==> src/rtl/core/krt_pkg.sv <==
package krt_pkg;

  // field widths of one record
  localparam int KEY_W       = 32;
  localparam int YEAR_W      = 16;
  localparam int CODE_W      = 16;
  localparam int GRADE_W     = 7;
  localparam int MAX_COURSES = 3;

  // bit positions inside tdata, shared by both channels
  localparam int KEY_LSB   = 0;
  localparam int YEAR_LSB  = KEY_LSB + KEY_W;
  localparam int CODE_LSB  = YEAR_LSB + YEAR_W;
  localparam int GRADE_LSB = CODE_LSB + MAX_COURSES * CODE_W;
  localparam int CNT_LSB   = GRADE_LSB + MAX_COURSES * GRADE_W;

  localparam logic [GRADE_W-1:0] GRADE_MAX = 7'd100;

  typedef enum logic [1:0] {
    FUNC_ADD    = 2'd0,
    FUNC_DEL    = 2'd1,
    FUNC_LOOKUP = 2'd2,
    FUNC_DUMP   = 2'd3
  } func_t;

  typedef enum logic [1:0] {
    ST_OK        = 2'd0,
    ST_FULL      = 2'd1,
    ST_NOT_FOUND = 2'd2,
    ST_EMPTY     = 2'd3
  } status_t;

endpackage

==> src/rtl/core/keyed_record_table.sv <==
// channel | dir | handshake            | tdata (low bit up)                      | tuser  | tlast
// in_     | in  | in_tvalid/in_tready  | key, year, code a..c, grade a..c        | func   | -
// out_    | out | out_tvalid/out_tready| key, year, codes, grades, used, is_full | status | last
//
// add, and every answer that needs no search, passes through S_RESP to the output register
// lookup scans from the first entry, one record memory read per cycle, to a match or the last entry
// delete then moves each later record down one place through the same read port to close the gap
// dump gives its results in table order, each a memory read then an output load
// reset clears the used count and the control; the record memory is not cleared
// a stalled output holds the sequencer, the next item is taken only when it is idle
module keyed_record_table
  import krt_pkg::*;
#(
  parameter int CAPACITY = 16,
  parameter int COURSES  = 3,
  localparam int CW      = $clog2(CAPACITY + 1),
  localparam int IN_BITS = CNT_LSB,
  localparam int IN_W    = ((IN_BITS + 7) / 8) * 8,
  localparam int OUT_BITS = CNT_LSB + CW + 1,
  localparam int OUT_W   = ((OUT_BITS + 7) / 8) * 8
) (
  input  logic             clk,
  input  logic             rst_n,
  input  logic             in_tvalid,
  output logic             in_tready,
  // key_id, year_in, course_a_in, course_b_in, course_c_in, grade_a_in, grade_b_in,
  // grade_c_in, zero fill
  input  logic [IN_W-1:0]  in_tdata,
  // func
  input  logic [1:0]       in_tuser,
  output logic             out_tvalid,
  input  logic             out_tready,
  // key_out, year_out, course_a_out, course_b_out, course_c_out, grade_a_out,
  // grade_b_out, grade_c_out, used_count, is_full, zero fill
  output logic [OUT_W-1:0] out_tdata,
  // status
  output logic [1:0]       out_tuser,
  // last_of_run
  output logic             out_tlast
);

  localparam int AW = (CAPACITY > 1) ? $clog2(CAPACITY) : 1;

  typedef struct packed {
    logic [KEY_W-1:0]                 key;
    logic [YEAR_W-1:0]                year;
    logic [COURSES-1:0][CODE_W-1:0]   code;
    logic [COURSES-1:0][GRADE_W-1:0]  grade;
  } rec_t;

  typedef enum logic [2:0] {
    S_IDLE,
    S_SCAN,
    S_SHIFT,
    S_DUMP_RD,
    S_DUMP_OUT,
    S_RESP
  } state_t;

  // record memory, one record per entry, kept in table order
  rec_t rec_mem [CAPACITY];

  state_t           state_r;
  func_t            func_r;
  logic [KEY_W-1:0] key_r;
  logic [CW-1:0]    count_r;
  logic [CW-1:0]    ptr_r;       // next position to read
  logic             rd_vld_r;    // rd_data_r holds the entry at rd_pos_r
  logic [CW-1:0]    rd_pos_r;
  rec_t             rd_data_r;
  rec_t             res_rec_r;   // record of a single-result answer
  status_t          res_st_r;

  logic             out_tvalid_r;
  logic [OUT_W-1:0] out_tdata_r;
  logic [1:0]       out_tuser_r;
  logic             out_tlast_r;

  logic             in_acc;
  func_t            in_func;
  rec_t             in_rec;
  logic             out_free;
  logic             tbl_full;
  logic [CW-1:0]    last_pos;
  logic             hit;
  logic             at_end;
  logic             issue;

  logic             mem_we;
  logic [AW-1:0]    mem_waddr;
  rec_t             mem_wdata;
  logic             mem_re;
  logic [AW-1:0]    mem_raddr;

  logic             out_load;
  rec_t             out_rec;
  status_t          out_st;
  logic             out_last;
  logic [OUT_W-1:0] out_data_nxt;

  assign in_tready = (state_r == S_IDLE);
  assign in_acc    = in_tvalid && in_tready;
  assign in_func   = func_t'(in_tuser);
  assign out_free  = !out_tvalid_r || out_tready;
  assign tbl_full  = (count_r == CW'(CAPACITY));
  assign last_pos  = count_r - CW'(1);

  // unpack the incoming record, grades saturate at the top mark
  always_comb begin
    logic [GRADE_W-1:0] g;
    g            = '0;
    in_rec       = '0;
    in_rec.key   = in_tdata[KEY_LSB +: KEY_W];
    in_rec.year  = in_tdata[YEAR_LSB +: YEAR_W];
    for (int c = 0; c < COURSES; c++) begin
      g               = in_tdata[GRADE_LSB + c * GRADE_W +: GRADE_W];
      in_rec.code[c]  = in_tdata[CODE_LSB + c * CODE_W +: CODE_W];
      in_rec.grade[c] = (g > GRADE_MAX) ? GRADE_MAX : g;
    end
  end

  // search and shift share the read pipeline
  assign hit    = rd_vld_r && (rd_data_r.key == key_r);
  assign at_end = rd_vld_r && (rd_pos_r == last_pos);
  assign issue  = (ptr_r < count_r) && !((state_r == S_SCAN) && hit);

  always_comb begin
    mem_we    = 1'b0;
    mem_waddr = count_r[AW-1:0];
    mem_wdata = in_rec;
    mem_re    = 1'b0;
    mem_raddr = ptr_r[AW-1:0];
    unique case (state_r)
      S_IDLE: begin
        mem_we = in_acc && (in_func == FUNC_ADD) && !tbl_full;
      end
      S_SCAN: begin
        mem_re = issue;
      end
      S_SHIFT: begin
        // entry at rd_pos_r moves down one place
        mem_re    = issue;
        mem_we    = rd_vld_r;
        mem_waddr = AW'(rd_pos_r - CW'(1));
        mem_wdata = rd_data_r;
      end
      S_DUMP_RD: begin
        mem_re = 1'b1;
      end
      default: begin
      end
    endcase
  end

  always_ff @(posedge clk) begin
    if (mem_we) begin
      rec_mem[mem_waddr] <= mem_wdata;
    end
    if (mem_re) begin
      rd_data_r <= rec_mem[mem_raddr];
    end
  end

  // result selection for the output register
  always_comb begin
    out_load = 1'b0;
    out_rec  = res_rec_r;
    out_st   = res_st_r;
    out_last = 1'b1;
    unique case (state_r)
      S_RESP: begin
        out_load = out_free;
      end
      S_DUMP_OUT: begin
        out_load = out_free;
        out_rec  = rd_data_r;
        out_st   = ST_OK;
        out_last = (ptr_r == last_pos);
      end
      default: begin
      end
    endcase
  end

  always_comb begin
    out_data_nxt = '0;
    out_data_nxt[KEY_LSB +: KEY_W]   = out_rec.key;
    out_data_nxt[YEAR_LSB +: YEAR_W] = out_rec.year;
    for (int c = 0; c < COURSES; c++) begin
      out_data_nxt[CODE_LSB + c * CODE_W +: CODE_W]    = out_rec.code[c];
      out_data_nxt[GRADE_LSB + c * GRADE_W +: GRADE_W] = out_rec.grade[c];
    end
    out_data_nxt[CNT_LSB +: CW] = count_r;
    out_data_nxt[CNT_LSB + CW]  = tbl_full;
  end

  always_ff @(posedge clk) begin
    if (!rst_n) begin
      state_r      <= S_IDLE;
      count_r      <= '0;
      ptr_r        <= '0;
      rd_vld_r     <= 1'b0;
      out_tvalid_r <= 1'b0;
    end else begin
      rd_vld_r <= mem_re;
      if (mem_re) begin
        rd_pos_r <= ptr_r;
      end

      if (out_load) begin
        out_tvalid_r <= 1'b1;
        out_tdata_r  <= out_data_nxt;
        out_tuser_r  <= out_st;
        out_tlast_r  <= out_last;
      end else if (out_tready) begin
        out_tvalid_r <= 1'b0;
      end

      unique case (state_r)
        S_IDLE: begin
          ptr_r <= '0;
          if (in_acc) begin
            func_r <= in_func;
            key_r  <= in_rec.key;
            if (in_func == FUNC_ADD) begin
              if (tbl_full) begin
                res_st_r  <= ST_FULL;
                res_rec_r <= '0;
              end else begin
                res_st_r  <= ST_OK;
                res_rec_r <= in_rec;
                count_r   <= count_r + CW'(1);
              end
              state_r <= S_RESP;
            end else if (count_r == '0) begin
              res_st_r  <= ST_EMPTY;
              res_rec_r <= '0;
              state_r   <= S_RESP;
            end else if (in_func == FUNC_DUMP) begin
              state_r <= S_DUMP_RD;
            end else begin
              state_r <= S_SCAN;
            end
          end
        end
        S_SCAN: begin
          if (issue) begin
            ptr_r <= ptr_r + CW'(1);
          end
          priority if (hit) begin
            res_st_r  <= ST_OK;
            res_rec_r <= rd_data_r;
            if (func_r == FUNC_DEL) begin
              if (rd_pos_r == last_pos) begin
                // oldest match is the newest record, nothing to move
                count_r <= last_pos;
                state_r <= S_RESP;
              end else begin
                ptr_r   <= rd_pos_r + CW'(1);
                state_r <= S_SHIFT;
              end
            end else begin
              state_r <= S_RESP;
            end
          end else if (at_end) begin
            res_st_r  <= ST_NOT_FOUND;
            res_rec_r <= '0;
            state_r   <= S_RESP;
          end else begin
          end
        end
        S_SHIFT: begin
          if (issue) begin
            ptr_r <= ptr_r + CW'(1);
          end
          if (at_end) begin
            count_r <= last_pos;
            state_r <= S_RESP;
          end
        end
        S_DUMP_RD: begin
          state_r <= S_DUMP_OUT;
        end
        S_DUMP_OUT: begin
          if (out_free) begin
            if (ptr_r == last_pos) begin
              state_r <= S_IDLE;
            end else begin
              ptr_r   <= ptr_r + CW'(1);
              state_r <= S_DUMP_RD;
            end
          end
        end
        S_RESP: begin
          if (out_free) begin
            state_r <= S_IDLE;
          end
        end
        default: begin
          state_r <= S_IDLE;
        end
      endcase
    end
  end

  assign out_tvalid = out_tvalid_r;
  assign out_tdata  = out_tdata_r;
  assign out_tuser  = out_tuser_r;
  assign out_tlast  = out_tlast_r;

endmodule

==> config.mk <==
export PLATFORM = sky130hd
export DESIGN_NAME = keyed_record_table
export DESIGN_NICKNAME = d
export VERILOG_FILES = /design/src/rtl/core/krt_pkg.sv /design/src/rtl/core/keyed_record_table.sv
export SDC_FILE = /design/constraint.sdc
export NUM_CORES = 2
export LEC_CHECK = 0
export ABC_CLOCK_PERIOD_IN_PS = 9500
export BUFFER_PORTS_ARGS = -buffer_cell sky130_fd_sc_hd__buf_4
export CAP_MARGIN = 25
export CORE_MARGIN = 2
export CORE_UTILIZATION = 25
export DETAILED_ROUTE_END_ITERATION = 12
export SETUP_SLACK_MARGIN = 0.1
export SLEW_MARGIN = 0
export SYNTH_ARGS = -nofsm -noshare
export SYNTH_HDL_FRONTEND = slang
export SYNTH_SLANG_ARGS = --single-unit
==> constraint.sdc <==
create_clock -name clk -period 9.5 [get_ports clk]
set_input_delay 1.9 -clock clk [delete_from_list [all_inputs] [get_ports clk]]
set_output_delay 1.9 -clock clk [all_outputs]
set_load 0.005 [all_outputs]
==> impl_metrics.py <==
metrics = {
    "floorplan": {
        "floorplan.initialDensity": 0.251,
        "floorplan.core_area_mm2": 0.352,
        "die_area_mm2": 0.358,
        "floorplan.die.height_um": 598,
        "fp.dieW_um": 598,
        "cell_rows": 218,
        "design.portCount": 259,
    },
    "cells_and_area": {
        "nets": 4692,
        "layout-drive-gt1-share": 0.268,
        "design_area_mm2": 0.103,
        "area.growth.synth_to_final_pct": 17.1,
        "utilization": 0.294,
    },
    "critical_path": {
        "setup.worst_path.class": "input pin to flip-flop",
        "r2r_cells": 7,
        "critical_path.max_fanout": 98,
        "delay_heaviest_family_cp": "simple AND/OR/NAND/NOR gates",
        "worst-path-buf-inv": 2,
        "cp_data_required_time_ns": 9.90,
        "worstPathCellList": "buf_4, nor3_1, nand3_1, o21ai_0, nand2_1, nor2_4, buf_12",
        "crit_path_start_kind": "input pin",
        "crit_path_end_kind": "flip-flop",
        "max_incr_delay_on_cp_ns": 0.81,
        "timing.critical_path.slowest_stage_cell": "nor2_4",
        "critical_path_arrival_ns": 5.19,
        "critical_path_cell_count": 7,
    },
    "timing": {
        "timing.final.crit_period_ns": 4.79,
        "slew_viol_final": 0,
        "worstMarginPinSlew_ns": 1.07,
        "maxSlewHeadroom": 0.288,
        "hold_ws_ns": 0.516,
        "finalSetupViolCount": 0,
        "number_of_hold_slack_violations_in_the_final_timing_report": 0,
        "unrepaired_setup_endpoints_after_global_routing": "false",
        "fin_crit_sh": 0.504,
        "timing.clock.skew_ns": 0.159,
        "fin_setup_tns_ns": 0,
        "timing.fmax_mhz": 209,
    },
    "logic_synthesis": {
        "synthesis.area_per_instance_um2": 20.9,
        "synth_commonest_cells": "edfxtp_1 (2273), nand2_1 (716), mux4_2 (585)",
        "yosys.area.top_type": "edfxtp_1",
        "ys_ff_latch": 2288,
        "synth_async_sr_flop_share": 0,
        "synthTopCellsByArea": "edfxtp_1 (77%), mux4_2 (15%), nand2_1 (3.0%)",
        "synth.yosys.warnings": 0,
        "synth.most_common_cell": "edfxtp_1",
        "synth-main-ff-cell": "edfxtp_1",
        "syn_inst": 4226,
        "number_of_flops_mapped_to_enable_cells_by_yosys": 2273,
        "synth_top_area_share": 0.773,
        "yosysUniqueCellTypes": 63,
        "mappedNetlistArea_mm2": 0.0883,
        "yosysSeqAreaShare": 0.777,
    },
    "grt": {
        "groute.usage.overall": 0.125,
        "grt_antenna_before_repair": 31,
        "pin_count_of_the_biggest_net_entering_global_routing": 146,
        "grt_first_pass_wirelength_um": 327000,
        "first_global_vias": 44230,
        "grt.overflow.total": 0,
    },
    "clock_network": {
        "clkLatencyLatePin_ns": 0.93,
        "ctsHoldBuffers": 0,
        "tritoncts": "built",
        "number_of_cts_inserted_buffers": 223,
        "clock_buffer_depth": 4,
        "cts_resized": 0,
        "cts.repair_timing.setup_buffer_count": 0,
        "cts_root_buffer": "clkbuf_16",
        "tritoncts_sinks": 2288,
        "cts.reportedPaths.clkPinSlew_ns": 0.06,
        "htree_num_levels": 4,
    },
    "hold_path": {
        "timing.hold.worst.class": "flip-flop to flip-flop",
        "cell_count_of_the_worst_hold_path": 2,
    },
    "detailed_routing": {
        "via_count": 42893,
        "remaining_drcs": 0,
        "met1Wirelength_um": 97100,
        "detail-route-antenna-nets": 0,
        "highest_layer": "met5",
        "wl_per_cell_um": 24.3,
        "1st_iter_drt_viols": 3978,
        "wl_met3_um": 12500,
        "routed_wl_met2_um": 112000,
        "via_per_inst": 4.53,
        "route.final.wire_length_um": 230000,
        "firstDrtPassIters": 5,
    },
    "pwr": {
        "power_frac_comb": 0.154,
        "proportion_of_total_power_due_to_net_switching": 0.260,
        "power.total_uw": 25300,
        "power.sequential.fraction": 0.500,
        "worst_ir_drop_vdd_v": 0.000174,
        "switching_component_of_the_power_uw": 6580,
        "internal_power_summed_over_all_cells_uw": 18800,
        "power_frac_clock": 0.346,
        "power_density_mw_per_mm2": 245,
        "p_leak_uw": 0.0321,
    },
    "placed_design": {
        "buffer_ports.inserted": 250,
        "globalplace.congestion": 0.767,
        "hpwlAfterDp_um": 121000,
        "placed_cell_area_mm2": 0.0962,
    },
    "job": {
        "cap_viol_max_count": 0,
    },
    "status": {
        "outcome": "finished, final reports clean",
    },
}
## state kept, by name, indices dropped and copies added, names as in the netlist
name        flops
rec_mem      1872
out_tdata     123
rd_data_r     117
res_rec_r     117
key_r          32
count_r         5
ptr_r           5
rd_pos_r        5
state_r         3
func_r          2
out_tuser       2
res_st_r        2
out_tlast       1
out_tvalid      1
rd_vld_r        1
## routing by layer
metal,track usage,vias up
met3,0.0176,364
met5,0,-
met1,0.165,23207
met4,0.0450,12
li1,-,17867
met2,0.211,1443
## metrics by stage
stage / instances / worst slack [ns]
CTS: 9459 / 4.64
global placement: 9058 / 3.92
floorplan: 4230 / 0.542
detailed placement: 9058 / 3.88
finish: 9471 / 4.71
global route: 9466 / 4.55
## worst register-to-register path, cell delays in order, from the launching register on
cell and delay, ns:
edfxtp_1 0.45, xnor2_1 0.51, nand4_1 0.25, or4_1 0.66, or3_4 0.47, a31oi_4 0.60
buf_4 0.61, buf_4 0.59
## kinds of logic after synthesis
family,after synthesis,synth area share
compound gates,192,0.0171
xor+xnor,53,0.00558
fa+ha+maj,11,0.00156
buf+inv,242,0.0108
flops,2288,0.777
mux,588,0.150
other cells,1,0.0000425
simple gates,851,0.0388
## layout make-up
type                       instances  area, um2
multi-input combinational       1700      19000
timing repair buffer             325       2720
inverter                          17       71.3
antenna                           10       25.0
fill                           34193     249000
clock buffer                     265       5760
clock inverter                   136       1350
sequential                      2288      68600
tap                             4730       5920
## final timing paths
kind / from / to / slack [ns]
max reg2reg: rd_data_r[101] / res_rec_r[33] / 4.74
max: in_tuser[1] / rec_mem[12][26] / 4.71
min reg2reg: res_rec_r[8] / out_tdata[104] / 0.52
min: res_rec_r[8] / out_tdata[104] / 0.52
## cells in the final DEF (no fill, tap or decap), types with 8 or more instances in the layout
| cell type | instances |
|---|---|
| nor3_1 | 8 |
| buf_12 | 22 |
| nor2_4 | 18 |
| clkinv_2 | 32 |
| mux4_2 | 585 |
| clkinv_4 | 10 |
| xnor2_1 | 44 |
| ha_1 | 11 |
| inv_1 | 16 |
| nand2_1 | 714 |
| nor2_1 | 35 |
| edfxtp_1 | 2273 |
| o21ai_0 | 22 |
| nand3_1 | 14 |
| a22o_1 | 113 |
| clkinv_1 | 40 |
| buf_4 | 303 |
| dfxtp_1 | 12 |
| clkinvlp_4 | 18 |
| clkbuf_16 | 224 |
| clkbuf_1 | 41 |
| nand4_1 | 13 |
| a21oi_1 | 16 |
| bufinv_16 | 22 |
| diode_2 | 10 |
## power groups by stage
stage | registers [uW] | clock network (uW) | logic (uW)
after floorplan | 12800 | 0 | 2530
after global routing | 12700 | 9340 | 4250
final | 12700 | 8760 | 3910
after detailed placement | 12900 | 0 | 3990
after CTS | 12700 | 8980 | 4010
after global placement | 12900 | 0 | 3930
Power figures use the tool's default switching activity.
